==> config.mk <==
export PLATFORM = sky130hd
export DESIGN_NAME = rfcc_frame
export DESIGN_NICKNAME = d
export VERILOG_FILES = /design/src/hdl/rfcc_pkg.sv /design/src/hdl/rfcc_frame.sv
export SDC_FILE = /design/constraint.sdc
export NUM_CORES = 1
export LEC_CHECK = 0
export BUFFER_PORTS_ARGS = -buffer_cell sky130_fd_sc_hd__buf_2
export CAP_MARGIN = 20
export CORE_MARGIN = 3
export CORE_UTILIZATION = 50
export CTS_CLUSTER_DIAMETER = 60
export DETAILED_ROUTE_END_ITERATION = 10
export HOLD_SLACK_MARGIN = 0.15
export PLACE_DENSITY = 0.75
export SETUP_SLACK_MARGIN = 0.05
export SYNTH_ARGS = -nofsm -noshare
export SYNTH_HDL_FRONTEND = slang
export SYNTH_SLANG_ARGS = --single-unit
==> constraint.sdc <==
create_clock -name clk -period 2.9 [get_ports clk]
set_input_delay 0.145 -clock clk [delete_from_list [all_inputs] [get_ports clk]]
set_output_delay 0.145 -clock clk [all_outputs]
set_load 0.1 [all_outputs]
==> src/hdl/rfcc_pkg.sv <==
// ---------------------------------------------------------------------------
// rfcc_pkg
// Shared types, constants and the CRC-8 step for the range frame checker.
// ---------------------------------------------------------------------------
package rfcc_pkg;

	localparam int unsigned BYTE_W  = 8;
	localparam int unsigned DIST_W  = 16;
	localparam int unsigned CFG_IDX_W = 2;

	localparam logic [BYTE_W-1:0] CRC_POLY = 8'h07;

	// Register indexes on the configuration port
	localparam logic [CFG_IDX_W-1:0] REG_MIN_DISTANCE = 2'd0;
	localparam logic [CFG_IDX_W-1:0] REG_MAX_DISTANCE = 2'd1;

	// Reset values of the bounds, millimetres
	localparam logic [DIST_W-1:0] MIN_DISTANCE_RST = 16'd200;
	localparam logic [DIST_W-1:0] MAX_DISTANCE_RST = 16'd14000;

	// Position of the next expected byte in a frame
	typedef enum logic [2:0] {
		POS_HIGH  = 3'b001,
		POS_LOW   = 3'b010,
		POS_CHECK = 3'b100
	} pos_t;

	// One finished reading
	typedef struct packed {
		logic [DIST_W-1:0] range_mm;
		logic              crc_ok;
		logic              in_range;
		logic              reading_valid;
	} rfcc_result_t;

	// One byte through CRC-8, MSB first, no reflection
	function automatic logic [BYTE_W-1:0] crc8_step(input logic [BYTE_W-1:0] crc,
		input logic [BYTE_W-1:0] data);
		logic [BYTE_W-1:0] c;
		c = crc ^ data;
		for (int k = 0; k < BYTE_W; k++) begin
			if (c[BYTE_W-1]) begin
				c = {c[BYTE_W-2:0], 1'b0} ^ CRC_POLY;
			end else begin
				c = {c[BYTE_W-2:0], 1'b0};
			end
		end
		return c;
	endfunction

endpackage

==> src/hdl/rfcc_frame.sv <==
// ---------------------------------------------------------------------------
// rfcc_frame
// Frame position tracking, distance byte capture, running CRC-8 and the
// checks made on the check byte.
// ---------------------------------------------------------------------------
module rfcc_frame
	import rfcc_pkg::*;
(
	input  logic              clk,
	input  logic              arst_n,
	input  logic              step_en,
	input  logic [BYTE_W-1:0] rx_byte,
	input  logic              first_byte,
	input  logic [DIST_W-1:0] range_min_mm,
	input  logic [DIST_W-1:0] range_max_mm,
	output logic              is_check,
	output rfcc_result_t      result
);

	pos_t              pos_q;
	pos_t              pos_eff;
	logic [BYTE_W-1:0] high_q;
	logic [BYTE_W-1:0] low_q;
	logic [BYTE_W-1:0] crc_q;
	logic [BYTE_W-1:0] crc_base;
	logic [BYTE_W-1:0] crc_next;
	logic [DIST_W-1:0] dist_val;

	// First-byte flag restarts the frame wherever it stands
	assign pos_eff  = first_byte ? POS_HIGH : pos_q;
	assign is_check = (pos_eff == POS_CHECK);

	// CRC input: the running value on the low byte, else zero
	assign crc_base = (pos_eff == POS_LOW) ? crc_q : '0;
	assign crc_next = crc8_step(crc_base, rx_byte);

	// Position and CRC update per beat
	always_ff @(posedge clk or negedge arst_n) begin
		if (!arst_n) begin
			pos_q <= POS_HIGH;
			crc_q <= '0;
		end else if (step_en) begin
			case (pos_eff)
				POS_LOW: begin
					pos_q <= POS_CHECK;
					crc_q <= crc_next;
				end
				POS_CHECK: begin
					pos_q <= POS_HIGH;
					crc_q <= '0;
				end
				default: begin
					pos_q <= POS_LOW;
					crc_q <= crc_next;
				end
			endcase
		end
	end

	// Distance bytes
	always_ff @(posedge clk) begin
		if (step_en) begin
			if (pos_eff == POS_LOW) begin
				low_q <= rx_byte;
			end else if (pos_eff != POS_CHECK) begin
				high_q <= rx_byte;
			end
		end
	end

	// Checks on the check byte
	assign dist_val             = {high_q, low_q};
	assign result.range_mm      = dist_val;
	assign result.crc_ok        = (crc_q == rx_byte);
	assign result.in_range      = (dist_val > range_min_mm) && (dist_val < range_max_mm);
	assign result.reading_valid = result.crc_ok && result.in_range;

endmodule

==> run_results.csv, run 1 <==
group,metric,value,unit
finish,final_core_utilization,65.4,%
flow_run,maxCapViolCount,0,
setup_path,critical-path-max-stage-delay,530,ps
sta,min_period,2680,ps
die,core_area,4060,um^2
finish,multiInputGateArea,1240,um^2
die,fp-row-count,23,
clock_tree,cts-root-to-sink-buffers,2,
setup_path,timing.critical_path.to,"result[0]",
setup_path,crit_slowest_cell,"or4_1",
sta,finalHoldWorstSlack,151,ps
die,initial_core_util,52.4,%
grt,global_route.usage.total,19.1,%
synth,synth_top_cell_area_share,22.6,%
status,status,"completed",
synth,syn_area_per_cell,9.62,um^2
grt,grt_pass1_vias,1772,
routing,vias_per_cell,5.25,
synth,netlist_top_cells_area,"edfxtp_1 23%, ha_1 18%, dfrtp_1 12%",
setup_path,r2r-start,"pos_q[0]$_DFFE_PN1P_",
setup_path,cp_data_arrival_time,2530,ps
grt,globalRoute.totalOverflow,0,
routing,drt-wirelength-per-cell,13.7,um
die,fp.dieArea,5070,um^2
finish,layout-drive-gt1-share,25.9,%
clock_tree,path_clk_slew,80,ps
clock_tree,cts.repair_timing.setup_buffer_count,0,
pwr,power_leakage,0.00133,uW
synth,post-synth-top-area-cell,"edfxtp_1",
grt,grt_pass1_wl,7780,um
placement,dpl.hpwl,3890,um
die,overall_die_height,71.2,um
synth,syn-num-nets,296,
pwr,power.density_cell_area,518,nW/um^2
setup_path,r2r-end,"crc_q[2]$_DFFE_PN0P_",
clock_tree,cts_tree,"done",
synth,synth_most_common_cell,"inv_1",
synth,synth-seq-area-share,35.6,%
pwr,max-vdd-ir-drop,0.000347,V
setup_path,worst_setup_path_start_kind,"flip-flop",
sta,finalSetupTns,0,ps
die,floorplan.die.width,71.2,um
pwr,post-layout-total-power,1370,uW
sta,grt_setup_unrepaired,"false",
sta,setup_viol_count_final,0,
synth,synth-seq-cells,27,
setup_path,timing.critical_path.required,2760,ps
sta,final_max_slew_viol_count,0,
clock_tree,clock_tree.root_cell,"clkbuf_8",
grt,grt_antenna_before_repair,0,
synth,synth_cells,221,
routing,drt_wl_total,4710,um
sta,endpoints_failing_hold,0,
setup_path,path_class,"flip-flop to output port",
routing,antenna_violating_nets_post_route,0,
synth,yosys_warnings,0,
synth,synth.distinct_cells,38,
grt,maximum_number_of_pins_on_one_net_before_global_route_repair,15,
worst_hold_path,timing.hold.worst.class,"input port to flip-flop",
finish,design.final.nets,369,
clock_tree,level_count_of_the_clock_h_tree,1,
routing,drt_first_iter_violations,52,
setup_path,reg2regPathDepth,6,
finish,area.growth.synth_to_final,24.8,%
placement,finalWeightedCongestion,0.864,
synth,netlist_top_cells_count,"34 x inv_1, 31 x ha_1, 23 x xnor2_1",
finish,layout.area.seq,757,um^2
clock_tree,tritoncts.num_buffers,3,
setup_path,crit_chain,"ha_1, or4_1, a21oi_1, o21ai_0, a311o_1, nor3_2, and3_4, buf_12",
placement,placement.cell_area,2530,um^2
setup_path,worst-r2r-setup-slack,510,ps
sta,worst_pin_slew,688,ps
placement,portBuffers,63,
sta,skew,3.51,ps
die,num_io_pins,64,
synth,async_reset_ff_share,40.7,%
routing,drt_first_pass_iters,4,
setup_path,worst_setup_path_startpoint,"low_q[5]$_DFFE_PP_",
finish,inserted_diodes,0,
sta,layout_worst_path_cycle_share,92.3,%
routing,route.vias.total,1802,
finish,final_area,2650,um^2
routing,drc,0,
clock_tree,worst_skew_pair.late_latency,270,ps
sta,max-slew-margin-rel,54.0,%
sta,max_freq,373,MHz
clock_tree,clock_sink_count,27,
synth,synth_enable_flop_cells,16,
synth,syn-cell-area,2130,um^2
setup_path,worst_setup_path_end_kind,"output port",
setup_path,timing.critical_path.fanout_max,3,
synth,synth_flop_cell,"edfxtp_1",
finish,fillers,326,
[where the power goes]
| group | switching [uW] | internal [uW] | total (uW) | leakage, uW |
|---|---|---|---|---|
| clock | 111 | 98.4 | 209 | 0.0000228 |
| combinational | 344 | 256 | 600 | 0.00103 |
| sequential | 87.7 | 477 | 565 | 0.000282 |
[worst max-delay path, delay by kind of cell, from the launching register on]
kind,cells,cell delay (ps)
buffers and inverters,1,170
and+or+nand+nor,3,950
DFF,1,430
adders and majority gates,1,220
AOI/OAI and AO/OA,3,510
[layer usage]
| metal | vias up | global-route usage, % | part of all wire (%) |
|---|---|---|---|
| met5 | - | 0 | 0 |
| met4 | 0 | 6.68 | 1.3 |
| met3 | 5 | 2.27 | 6.2 |
| met2 | 61 | 32.3 | 46 |
| met1 | 813 | 25.3 | 47 |
| li1 | 923 | - | - |
[cells in the final DEF, fill, tap and decap left out, types with 7 or more instances in the layout]
cell           synthesis  layout
xnor2_1               23      23
edfxtp_1              16      16
ha_1                  31      31
dfrtp_1               10      10
nand2_1               11      11
dlygate4sd3_1          0       7
a21oi_1                7       7
nand4_1                8       8
buf_2                  1      61
nor2_1                15      14
a21o_1                10      10
inv_1                 34      34
[stage by stage]
stage          setup slack, ps  std cells
2_1_floorplan             48.0        221
3_3_place_gp               350        332
3_5_place_dp               304        332
4_1_cts                    133        343
5_1_grt                    101        343
6_report                   222        343
[registers in the layout (all words and copies together) (netlist names)]
register  count
crc_q         8
low_q         8
pos_q         3
high_q        8
[area by class of cell]
type,instances,share of cell area (%)
tap,50,2.36
inverter,34,4.81
sequential,27,28.5
timing repair buffer,72,15.9
multi-input combinational,156,46.7
clock buffer,4,1.70
[logic make-up (layout without fill, tap and decap cells)]
group	Yosys count	count (layout)	share of synthesized area, %
multiplexers	1	1	0.530
AND/OR/NAND/NOR	57	57	14.4
flip-flops	27	27	35.6
buffers and inverters	38	110	6.77
XOR/XNOR	28	28	11.5
AO/OA/AOI/OAI	39	39	12.9
adder cells (fa/ha/maj)	31	31	18.2
[worst min-delay path by stage]
| stage | from | endpoint | slack (ps) | depth (start not counted) |
|---|---|---|---|---|
| 4_1_cts | rx_byte[6] | high_q[6]$_DFFE_PP_ | 150 | 1 |
| 2_1_floorplan | arst_n | crc_q[0]$_DFFE_PN0P_ | -150 | 0 |
| 3_3_place_gp | arst_n | crc_q[4]$_DFFE_PN0P_ | 30 | 1 |
| 5_1_grt | rx_byte[6] | low_q[6]$_DFFE_PP_ | 160 | 1 |
| 3_5_place_dp | arst_n | crc_q[4]$_DFFE_PN0P_ | 30 | 1 |
| 6_report | rx_byte[6] | low_q[6]$_DFFE_PP_ | 150 | 1 |
[repair_timing]
action,in CTS,in global routing
setup endpoints to repair,1,1
resized for setup,1,2
endpoints found under the hold margin,22,0
hold buffers,7,0
Note: power is estimated with default switching activity, not from simulation.
==> run 2, diff against run 1 <==
--- a/config.mk
+++ b/config.mk
@@ -5,6 +5,7 @@
 export SDC_FILE = /design/constraint.sdc
 export NUM_CORES = 1
 export LEC_CHECK = 0
+export ABC_AREA = 1
 export BUFFER_PORTS_ARGS = -buffer_cell sky130_fd_sc_hd__buf_2
 export CAP_MARGIN = 20
 export CORE_MARGIN = 3
@@ -12,7 +13,7 @@
 export CTS_CLUSTER_DIAMETER = 60
 export DETAILED_ROUTE_END_ITERATION = 10
 export HOLD_SLACK_MARGIN = 0.15
-export PLACE_DENSITY = 0.75
+export PLACE_DENSITY = 0.74
 export SETUP_SLACK_MARGIN = 0.05
 export SYNTH_ARGS = -nofsm -noshare
 export SYNTH_HDL_FRONTEND = slang
==> constraint.sdc (replaced) <==
create_clock -name clk -period 3.15 [get_ports clk]
set_input_delay 0.1575 -clock clk [delete_from_list [all_inputs] [get_ports clk]]
set_output_delay 0.1575 -clock clk [all_outputs]
set_load 0.1 [all_outputs]
==> run 2 against run 1 <==
Design area grew 6.3%. Clock-buffer cell count is the same. Final cell count grew 29%. Die area grew 9.1%. Non-clock buffer count shrank 3. Critical endpoint unchanged.
==> run_results.csv, run 2 <==
group,metric,value,unit
synth,synth_cells,318,
finish,final_area,2820,um^2
finish,most-common-layout-cells,"86 x nand2_1, 63 x buf_2, 60 x inv_1, 31 x ha_1, 23 x nand3_1",
grt,global_route.usage.total,19.7,%
finish,inserted_diodes,0,
pwr,power.density_cell_area,390,nW/um^2
synth,synth_top_cell_area_share,20.5,%
setup_path,worst_setup_path_startpoint,"high_q[5]$_DFFE_PP_",
finish,reg.largest.list,"crc_q: 8 flops, high_q: 8 flops, low_q: 8 flops",
setup_path,timing.critical_path.to,"result[0]",
placement,finalWeightedCongestion,0.888,
pwr,power_leakage,0.00161,uW
die,num_io_pins,64,
routing,antenna_violating_nets_post_route,0,
setup_path,worst-r2r-setup-slack,1090,ps
routing,drt_first_iter_violations,95,
synth,post-synth-top-area-cell,"edfxtp_1",
clock_tree,cts_tree,"done",
sta,min_period,2350,ps
grt,globalRoute.totalOverflow,0,
synth,synth_enable_flop_cells,16,
sta,worst_pin_slew,761,ps
routing,drc,0,
placement,post-place-ws,1100,ps
clock_tree,worst_skew_pair.late_latency,270,ps
synth,async_reset_ff_share,40.7,%
pwr,max-vdd-ir-drop,0.000257,V
die,floorplan.die.width,74.4,um
clock_tree,clock_tree.root_cell,"clkbuf_8",
clock_tree,clock_sink_count,27,
die,initial_core_util,52.6,%
sta,post-route-worst-setup-slack,802,ps
placement,dpl.hpwl,4370,um
die,fp.dieArea,5530,um^2
finish,area.growth.synth_to_final,20.6,%
die,core_area,4440,um^2
die,overall_die_height,74.4,um
routing,drt-wirelength-per-cell,12.0,um
placement,placement.cell_area,2720,um^2
grt,maximum_number_of_pins_on_one_net_before_global_route_repair,15,
sta,grt_setup_unrepaired,"false",
synth,synth_most_common_cell,"nand2_1",
status,status,"completed",
setup_path,r2r-start,"pos_q[0]$_DFFE_PN1P_",
die,fp-row-count,24,
synth,syn_area_per_cell,7.35,um^2
synth,yosys_warnings,0,
finish,layout-drive-gt1-share,25.4,%
grt,grt_pass1_vias,2029,
sta,endpoints_failing_hold,0,
setup_path,cp_data_arrival_time,2190,ps
routing,drt_wl_total,5290,um
sta,max-slew-margin-rel,49.1,%
synth,synth_flop_cell,"edfxtp_1",
flow_run,maxCapViolCount,0,
sta,skew,4.76,ps
setup_path,r2r-end,"high_q[3]$_DFFE_PP_",
finish,layout.cells.most_common,"nand2_1",
synth,netlist_top_cells_count,"86 x nand2_1, 60 x inv_1, 31 x ha_1",
sta,finalSetupTns,0,ps
clock_tree,path_clk_slew,90,ps
routing,vias_per_cell,4.94,
sta,layout_worst_path_cycle_share,74.6,%
clock_tree,post_cts.resized_instances,0,
setup_path,timing.critical_path.fanout_max,3,
synth,syn-num-nets,393,
clock_tree,level_count_of_the_clock_h_tree,1,
clock_tree,tritoncts.num_buffers,3,
sta,setup_viol_count_final,0,
synth,netlist_top_cells_area,"edfxtp_1 21%, ha_1 17%, nand2_1 14%",
setup_path,path_class,"flip-flop to output port",
routing,route.vias.total,2183,
finish,design.final.nets,466,
sta,max_freq,426,MHz
setup_path,reg2regPathDepth,6,
synth,syn-cell-area,2340,um^2
synth,synth-seq-area-share,32.4,%
pwr,post-layout-total-power,1100,uW
grt,grt_antenna_before_repair,0,
routing,drt_first_pass_iters,4,
synth,synth-seq-cells,27,
clock_tree,cts-root-to-sink-buffers,2,
setup_path,worst_setup_path_end_kind,"output port",
placement,portBuffers,63,
sta,final_max_slew_viol_count,0,
setup_path,worst_setup_path_start_kind,"flip-flop",
synth,synth.distinct_cells,31,
grt,grt_pass1_wl,8580,um
setup_path,timing.critical_path.required,2990,ps
worst_hold_path,timing.hold.worst.class,"input port to flip-flop",
## run 2: changes by cell type after synthesis, moves of 5 or more
| cell | previous run | this run |
|---|---|---|
| nand2_1 | 11 | 86 |
| inv_1 | 34 | 60 |
| xnor2_1 | 23 | 1 |
| nand3_1 | 3 | 23 |
| nand2_2 | 0 | 12 |
| a21o_1 | 10 | 1 |
| a21oi_1 | 7 | 14 |
| o21ai_2 | 0 | 7 |
| nand4_1 | 8 | 3 |
| o2bb2ai_1 | 5 | 0 |
## run 2: area by class of cell
| cell class | instances | area, um^2 |
|---|---|---|
| Inverter | 65 | 244 |
| Fill cell | 411 | 1620 |
| Timing Repair Buffer | 69 | 375 |
| Sequential cell | 27 | 757 |
| Multi-Input combinational cell | 225 | 1330 |
| Tap cell | 52 | 65.1 |
| Clock buffer | 4 | 45.0 |
## run 2: routing by layer
layer	up-vias	part of all wire (%)	track usage, %
li1	1161	-	-
met2	68	48	35.7
met1	944	44	24.9
met5	-	0	0
met3	10	5.7	1.76
met4	0	1.5	5.34
## run 2: logic make-up after synthesis
kind of cell / after synthesis / synth area share [%]
AO/OA/AOI/OAI: 37 / 9.90
buffers and inverters: 66 / 10.9
adder cells (fa/ha/maj): 31 / 16.6
AND/OR/NAND/NOR: 154 / 29.1
flip-flops: 27 / 32.4
XOR/XNOR: 3 / 1.12
## run 2: how the worst min path moves through the flow
stage / start / to / slack, ps / depth (start not counted)
floorplan: arst_n / crc_q[0]$_DFFE_PN0P_ / -140 / 0
global placement: arst_n / crc_q[2]$_DFFE_PN0P_ / 50 / 1
detailed placement: arst_n / crc_q[2]$_DFFE_PN0P_ / 50 / 1
CTS: rx_byte[0] / high_q[0]$_DFFE_PP_ / 150 / 1
global route: rx_byte[4] / high_q[4]$_DFFE_PP_ / 150 / 1
finish: rx_byte[0] / high_q[0]$_DFFE_PP_ / 150 / 1
## run 2: metrics by stage
| stage | hold slack, ps | cells | util, % |
|---|---|---|---|
| after global routing | 153 | 442 | 63.5 |
| after floorplan | -138 | 318 | - |
| final | 153 | 442 | 63.5 |
| after detailed placement | 50.4 | 432 | 61.1 |
| after CTS | 155 | 441 | 63.2 |
| after global placement | 46.1 | 432 | 61.1 |
## run 2: report_power, final
part	total, uW	internal [uW]	switching, uW	leakage (uW)
logic	459	146	313	0.00131
registers	448	417	31.3	0.000282
clock network	194	90.4	103	0.0000228
## run 2: what timing repair did
action                                 in CTS  in global routing
hold buffers                                5                  1
setup buffers                               0                  0
endpoints found under the hold margin      21                  1
## run 2: critical path, stage by stage (launching register included)
cell      delay [ps]
edfxtp_1         450
ha_1             320
a21o_1           180
a31oi_1          150
o211ai_1         110
nor2_1           100
nand3_1          110
nor2_2            80
buf_2            420
